==> src/hw/rtl/pic_pkg.sv <==
// Package with the shared types, codes and constants of the interrupt controller.
package pic_pkg;

    localparam int NUM_BANKS = 4;
    localparam int NUM_LINES = 128;
    localparam int BANK_W = 2;
    localparam int LINE_W = 7;
    localparam int PRIO_W = 6;

    localparam logic [1:0] CMD_LINE  = 2'd0;
    localparam logic [1:0] CMD_READ  = 2'd1;
    localparam logic [1:0] CMD_WRITE = 2'd2;
    localparam logic [1:0] CMD_NONE  = 2'd3;

    localparam logic [3:0] SEL_ITR       = 4'd0;
    localparam logic [3:0] SEL_MIR       = 4'd1;
    localparam logic [3:0] SEL_MIR_CLEAR = 4'd2;
    localparam logic [3:0] SEL_MIR_SET   = 4'd3;
    localparam logic [3:0] SEL_ISR       = 4'd4;
    localparam logic [3:0] SEL_ISR_CLEAR = 4'd5;
    localparam logic [3:0] SEL_PENDING   = 4'd6;
    localparam logic [3:0] SEL_ILR       = 4'd7;
    localparam logic [3:0] SEL_SIR       = 4'd8;
    localparam logic [3:0] SEL_CONTROL   = 4'd9;
    localparam logic [3:0] SEL_SYSCONFIG = 4'd10;
    localparam logic [3:0] SEL_THRESHOLD = 4'd11;
    localparam logic [3:0] SEL_SYSSTATUS = 4'd12;
    localparam logic [3:0] SEL_REVISION  = 4'd13;
    localparam logic [3:0] SEL_UNUSED    = 4'd15;

    localparam logic [31:0] REVISION_VALUE = 32'h5000_0001;
    localparam logic [31:0] ALL_ONES = 32'hFFFF_FFFF;

    typedef struct packed {
        logic [1:0]  cmd;
        logic [3:0]  reg_sel;
        logic [1:0]  bank;
        logic [6:0]  line;
        logic        level;
        logic [31:0] wdata;
    } cmd_t;

    typedef struct packed {
        logic [31:0] rdata;
        logic        irq_out;
        logic        active_valid;
        logic [6:0]  active_irq;
    } rsp_t;

endpackage

==> src/hw/rtl/pic_if.sv <==
// Valid/ready channel interface carrying one beat of a given payload type.
interface pic_if #(parameter type T = logic) (input logic clk);
    logic valid;
    logic ready;
    T     data;
    modport source (output valid, output data, input ready);
    modport sink (input valid, input data, output ready);
endinterface

==> src/hw/rtl/pic_front.sv <==
// Front end: accepts command beats into a two-entry queue.
module pic_front (
    input  logic          clk,
    input  logic          rst_n,
    pic_if.sink           cmd_in,
    output logic          q_valid,
    output pic_pkg::cmd_t q_data,
    input  logic          q_pop
);
    pic_pkg::cmd_t ent_reg [2];
    logic [1:0]    cnt_reg;
    logic          rd_reg;
    logic          wr_reg;
    logic          push;

    assign cmd_in.ready = (cnt_reg != 2'd2);
    assign push = cmd_in.valid && cmd_in.ready;
    assign q_valid = (cnt_reg != 2'd0);
    assign q_data = ent_reg[rd_reg];

    always_ff @(posedge clk)
    begin
        if (push)
        begin
            ent_reg[wr_reg] <= cmd_in.data;
        end
    end

    always_ff @(posedge clk or negedge rst_n)
    begin
        if (!rst_n)
        begin
            cnt_reg <= 2'd0;
            rd_reg <= 1'b0;
            wr_reg <= 1'b0;
        end
        else
        begin
            if (push)
            begin
                wr_reg <= !wr_reg;
            end
            if (q_pop)
            begin
                rd_reg <= !rd_reg;
            end
            cnt_reg <= cnt_reg + {1'b0, push} - {1'b0, q_pop};
        end
    end

    ovf_chk: assert property (@(posedge clk) disable iff (!rst_n)
        cnt_reg != 2'd3) else $error("queue count out of range");
    pop_chk: assert property (@(posedge clk) disable iff (!rst_n)
        q_pop |-> q_valid) else $error("pop from empty queue");
    full_chk: assert property (@(posedge clk) disable iff (!rst_n)
        (cnt_reg == 2'd2) |-> !cmd_in.ready) else $error("push into full queue");
endmodule

==> src/flat_wrapper.sv <==
// flat-port wrapper written by rule: the top's interface ports become plain ports
module pic_front_flat 
  (clk, rst_n, q_valid, q_data, q_pop, cmd_in_valid, cmd_in_data, cmd_in_ready);
  pic_if cmd_in_i (.clk(clk));
  input  logic clk;
  input  logic rst_n;
  output logic q_valid;
  output pic_pkg::cmd_t q_data;
  input  logic q_pop;
  input wire logic [$bits(cmd_in_i.valid)-1:0] cmd_in_valid;
  input wire logic [$bits(cmd_in_i.data)-1:0] cmd_in_data;
  output wire logic [$bits(cmd_in_i.ready)-1:0] cmd_in_ready;
  assign cmd_in_i.valid = cmd_in_valid;
  assign cmd_in_i.data = cmd_in_data;
  assign cmd_in_ready = cmd_in_i.ready;
  pic_front u_core (.clk(clk), .rst_n(rst_n), .cmd_in(cmd_in_i), .q_valid(q_valid), .q_data(q_data), .q_pop(q_pop));
endmodule
==> config.mk <==
export PLATFORM = sky130hd
export DESIGN_NAME = pic_front_flat
export DESIGN_NICKNAME = d
export VERILOG_FILES = /design/src/hw/rtl/pic_pkg.sv /design/src/hw/rtl/pic_if.sv /design/src/hw/rtl/pic_front.sv /design/src/flat_wrapper.sv
export SDC_FILE = /design/constraint.sdc
export NUM_CORES = 1
export LEC_CHECK = 0
export BUFFER_PORTS_ARGS = -buffer_cell sky130_fd_sc_hd__buf_2
export CAP_MARGIN = 20
export CORE_UTILIZATION = 37
export CTS_CLUSTER_SIZE = 12
export DETAILED_ROUTE_END_ITERATION = 10
export PLACE_DENSITY = 0.79
export SYNTH_ARGS = -nofsm -noshare
export SYNTH_HDL_FRONTEND = slang
export SYNTH_SLANG_ARGS = --single-unit
==> constraint.sdc <==
create_clock -name clk -period 1.5 [get_ports clk]
set_clock_uncertainty 0.05 [all_clocks]
set_input_delay 0.15 -clock clk [delete_from_list [all_inputs] [get_ports clk]]
set_output_delay 0.15 -clock clk [all_outputs]
set_load 0.005 [all_outputs]
==> metrics, run 1 <==
footprint of the multi-input gates=297 um^2; Rows=14; Die H=43.6 um; hpwl dp=554 um; GP Congestion=0.637; # fillers=156; Fmax achieved=729 MHz; final WL=661 um; storage element area=160 um^2; Area Overhead vs Synth=-13.9%; PortBufs=7; commonest non-fill, non-tap cell in the layout=conb_1; Fin Hold WS=0.0443 ns; Req. time, crit path=1.60 ns; Post-DRT Antenna Nets=0; vias in the first global route=218; post-cts resize count=0; Final WS setup=0.128 ns; Hold Fails Final Rpt=0; initial antenna violation count=0; clock root cell=clkbuf_4; status=finished with violations; Total Routing Usage GR=6.90%; LEAKAGE=0.000326 uW; Synthesis Warnings=0; min-delay worst type=primary input to register; CTS Sinks=6; synthesized-area fraction occupied by adder cells=1.95%; critical path class=register to register; Crit. End Element=register; setup slack, reg-to-reg=0.13 ns; worst reg2reg startpoint=u_core.cnt_reg[0]; Die Area=1900 um^2; DRC viols=2; mux cell area share after synthesis=3.32%; Mapped Area=641 um^2; Critical Path, Cell by Cell=inv_1 -> ha_1 -> nor2b_4 -> mux2i_1 -> xnor2_1; RSZ-0062 raised after global routing=false; Top Family by Delay on Critical Path=flip-flops; first-pass GRT wire length=862 um; Stages on worst setup path=5; Cells after Synth=69; CP Data Arrival Time=1.48 ns; main combinational cell family by area after synthesis=buffers and inverters; placed cells=91; final non-filler cell total=96; largest net degree at the start of global routing=5; Clk Latency, worst-skew pair=0.24 ns; Seq/Total Area, Yosys=25.0%; Detailed Route Iter0 Violations=3; max cap viols=0; Synth Area in Compound Gates=0%; Max VDD drop=0.384 mV; most frequent cells in the layout=47 x conb_1, 7 x buf_2, 4 x dfrtp_1; reg2reg path depth=5; crit path launch=u_core.cnt_reg[0]; nets=87; overall overflow remaining after global route=0; maximum fanout along the worst path=4; clock tree from TritonCTS=yes; Clock Path Buffers=2; Setup crit end=u_core.cnt_reg[1]; Die X=43.6 um; reg2reg end=u_core.cnt_reg[1]; Syn Area/Cell=9.28 um^2; Pre-antenna DRT Iters=6; Slowest cell on crit path=dfrtp_1; wire per inst=6.89 um; Place WS=0.135 ns; WP buf/inv=1; XOR/XNOR Fraction of Synth Area=5.47%; Ports=55; core area=1560 um^2; post-synthesis simple-gate area fraction=8.01%; CTS clock-pin slew for the worst setup and hold paths=0.05 ns; CTS Buf Count=3; register bit total from synthesis=6; slowest stage delay, CP=0.38 ns; Tcrit/Tclk final=91.5%; htree depth=1; min Tclk post-route=1.37 ns; total power per unit cell area=1400 nW/um^2; setup TNS=0 ns; placed cell area=515 um^2; Final Setup Violations=0; violations in the final reports=design-rule violations; antenna fix cells=0; post-synth cell types=16; Starting Density=41.1%; design area=552 um^2; via count=307; vias per inst=3.20; max-slew violation count=0; layout cell share with drive strength beyond 1=17.5%; Startpoint Class=register
-- cell families (layout without fill, tap and decap cells) --
kind of cell | after synthesis | count (layout)
adders and majority gates | 1 | 1
muxes | 2 | 2
and+or+nand+nor | 7 | 7
xor gates and xnor gates | 4 | 4
other | 1 | 47
DFF | 6 | 6
buffers and inverters | 48 | 13
-- routing by layer --
layer | track usage (%) | vias to the layer above | part of all wire [%]
met5 | 0 | - | 0
met4 | 5.63 | 0 | 0
met3 | 5.42 | 0 | 13
met2 | 9.85 | 23 | 53
met1 | 6.43 | 143 | 34
li1 | - | 141 | -
-- how the worst min path moves through the flow --
stage	depth (start not counted)	slack (ns)	end	startpoint
5_1_grt	1	0.03	u_core.ent_reg[1]	cmd_in_data
6_report	1	0.04	u_core.ent_reg[1]	cmd_in_data
4_1_cts	1	0.04	u_core.ent_reg[1]	cmd_in_data
2_1_floorplan	0	-0.20	u_core.cnt_reg[0]	rst_n
3_3_place_gp	1	-0.09	u_core.rd_reg	rst_n
3_5_place_dp	1	-0.09	u_core.rd_reg	rst_n
-- worst register-to-register path: stages (launching register included) --
cell and delay [ns]:
dfrtp_1 0.38, inv_1 0.06, ha_1 0.33, nor2b_4 0.12, mux2i_1 0.21, xnor2_1 0.14
-- through the flow --
| step | power (uW) | util [%] |
|---|---|---|
| 5_1_grt | 846 | 35.4 |
| 4_1_cts | 785 | 35.4 |
| 6_report | 770 | 35.4 |
| 2_1_floorplan | 615 | - |
| 3_3_place_gp | 593 | 33.1 |
| 3_5_place_dp | 612 | 33.1 |
-- report_power, final --
| part | switching [uW] | internal, uW |
|---|---|---|
| clock | 58.3 | 101 |
| sequential | 59.5 | 244 |
| combinational | 148 | 160 |
-- Yosys cell counts, drive strengths merged --
cell type  instances  share of area (%)
nor2               1               0.59
edfxtp             2                9.4
buf               47                 55
xnor2              2                2.7
or2                1               0.98
conb               1               0.59
nand2b             1                2.1
ha                 1                2.0
and3               1               0.98
dfrtp              4                 16
nor2b              1                2.1
mux2i              1                1.6
nand2              2                1.2
inv                1               0.59
xor2               2                2.7
mux2               1                1.8
-- layout make-up --
type | count | area share (%)
Multi-Input combinational cell | 61 | 53.7
Sequential cell | 6 | 29.0
Clock buffer | 4 | 4.76
Timing Repair Buffer | 8 | 8.16
Tap cell | 16 | 3.63
Inverter | 1 | 0.680
-- what timing repair did --
action                                 in CTS  in global routing
setup buffers                               0                  0
hold buffers                                1                  0
endpoints found under the hold margin       4                  0
No activity file was read; power rests on OpenSTA's default activity.
==> run 2, diff against run 1 <==
--- a/config.mk
+++ b/config.mk
@@ -5,12 +5,13 @@
 export SDC_FILE = /design/constraint.sdc
 export NUM_CORES = 1
 export LEC_CHECK = 0
-export BUFFER_PORTS_ARGS = -buffer_cell sky130_fd_sc_hd__buf_2
 export CAP_MARGIN = 20
-export CORE_UTILIZATION = 37
+export CORE_AREA = 2 2 39 41
 export CTS_CLUSTER_SIZE = 12
 export DETAILED_ROUTE_END_ITERATION = 10
-export PLACE_DENSITY = 0.79
+export DIE_AREA = 0 0 41 43
+export DONT_BUFFER_PORTS = 1
+export PLACE_DENSITY = 0.64
 export SYNTH_ARGS = -nofsm -noshare
 export SYNTH_HDL_FRONTEND = slang
 export SYNTH_SLANG_ARGS = --single-unit
==> run 2 against run 1 <==
Compared with the run above: die area fell by 7.3%; global-route usage rose by 0.15 points; the flow now finishes without violations; fmax fell by 0.91%; core utilization rose by 3.1 points; non-clock buffer count fell by 5; final cell count fell by 6.3%; sequential share of layout area rose by 1.0 points; combinational power fell by 12%; critical endpoint unchanged; clock power fell by 7%; worst hold slack improved by 0.036 ns; first-iteration DRC count rose by 100%.
==> metrics, run 2 (synthesized netlist as in run 1, its figures left out) <==
vias per inst=3.20; wl on met1=187 um; reg2reg end=u_core.cnt_reg[1]; Starting Density=46.3%; # fillers=146; reg2reg path depth=5; Die H=43 um; post-cts resize count=0; CTS Buf Count=3; total power per unit cell area=1350 nW/um^2; clock tree from TritonCTS=yes; via count=288; antenna fix cells=0; initial antenna violation count=0; Detailed Route Iter0 Violations=6; core area=1380 um^2; Area Overhead vs Synth=-16.8%; max layer used=met4; commonest non-fill, non-tap cell in the layout=conb_1; largest net degree at the start of global routing=5; design area=533 um^2; Fmax achieved=722 MHz; Hold Fails Final Rpt=0; wire per inst=7.50 um; Tcrit/Tclk final=92.3%; Die X=41 um; layout cell share with drive strength beyond 1=9.46%; LEAKAGE=0.000307 uW; Max VDD drop=0.300 mV; hold endpoint=u_core.wr_reg; clock root cell=clkbuf_4; Post-DRT Antenna Nets=0; first-pass GRT wire length=772 um; PortBufs=0; htree depth=1; Final Setup Violations=0; Crit. End Element=register; footprint of the multi-input gates=297 um^2; hold buffers post-CTS=3; RSZ-0062 raised after global routing=false; max-slew violation count=0; Hold Path Depth=2; Rows=14; Post-CTS Setup Inserts=0; Clk Latency, worst-skew pair=0.24 ns; Req. time, crit path=1.61 ns; Die Area=1760 um^2; hpwl dp=559 um; placed cell area=480 um^2; nets=82; worst reg2reg startpoint=u_core.cnt_reg[0]; final WL=675 um; maximum fanout along the worst path=4; overall overflow remaining after global route=0; CTS clock-pin slew for the worst setup and hold paths=0.04 ns; min Tclk post-route=1.38 ns; Clock Path Buffers=2; most frequent cells in the layout=47 x conb_1, 4 x dfrtp_1, 3 x clkbuf_4, 3 x dlygate4sd3_1; met3 WL=130 um; vias in the first global route=209; Ports=55; GP Congestion=0.522; met2 wire length=341 um; DRC viols=0; Pre-antenna DRT Iters=2; critical path class=register to register; status=completed; max cap viols=0; setup slack, reg-to-reg=0.12 ns; storage element area=160 um^2; hold wc startpoint=cmd_in_valid; CTS Sinks=6; CP Data Arrival Time=1.49 ns; setup TNS=0 ns; Total Routing Usage GR=7.05%; min-delay worst type=primary input to register; Startpoint Class=register
run 2: power by group:
| group | switching (uW) | internal (uW) | leakage [uW] |
|---|---|---|---|
| combinational | 137 | 135 | 0.000228 |
| clock | 57.4 | 90.4 | 0.0000138 |
| sequential | 57.7 | 244 | 0.0000650 |
| total | 252 | 469 | 0.000307 |
run 2: worst max path at each step:
stage,startpoint,endpoint,slack (ns),depth (start not counted)
after global placement,u_core.cnt_reg[0],u_core.cnt_reg[1],0.19,5
after floorplan,u_core.cnt_reg[0],u_core.cnt_reg[1],0.22,5
after global routing,u_core.cnt_reg[0],u_core.cnt_reg[1],0.03,5
final,u_core.cnt_reg[0],u_core.cnt_reg[1],0.12,5
after CTS,u_core.cnt_reg[0],u_core.cnt_reg[1],0.10,5
after detailed placement,u_core.cnt_reg[0],u_core.cnt_reg[1],0.11,5
run 2: critical path, stage by stage, from the launching register on:
cell and delay [ns]:
dfrtp_1 0.37, inv_1 0.05, ha_1 0.32, nor2b_4 0.13, mux2i_1 0.23, xnor2_1 0.15
run 2: per-layer routing:
metal  track usage (%)  vias to the layer above
met3              2.62                        2
li1                  -                      129
met1              4.87                      126
met4              8.00                        0
met5                 0                        -
met2              11.9                       31
run 2: metrics by stage:
stage                     util (%)  hold WS (ns)  power, uW  setup slack [ns]  std cells
after floorplan                  -        -0.196        615             0.220        115
after global placement        34.7        -0.195        550             0.190         84
after detailed placement      34.7        -0.195        566             0.114         84
after CTS                     38.5        0.0766        730             0.103         90
after global routing          38.5        0.0885        785            0.0259         90
final                         38.5        0.0806        721             0.115         90
run 2: cell type report:
class | instances | share of cell area, %
Clock buffer | 3 | 4.23
Inverter | 1 | 0.704
Multi-Input combinational cell | 61 | 55.6
Sequential cell | 6 | 30.0
Tap cell | 16 | 3.76
Timing Repair Buffer | 3 | 5.63
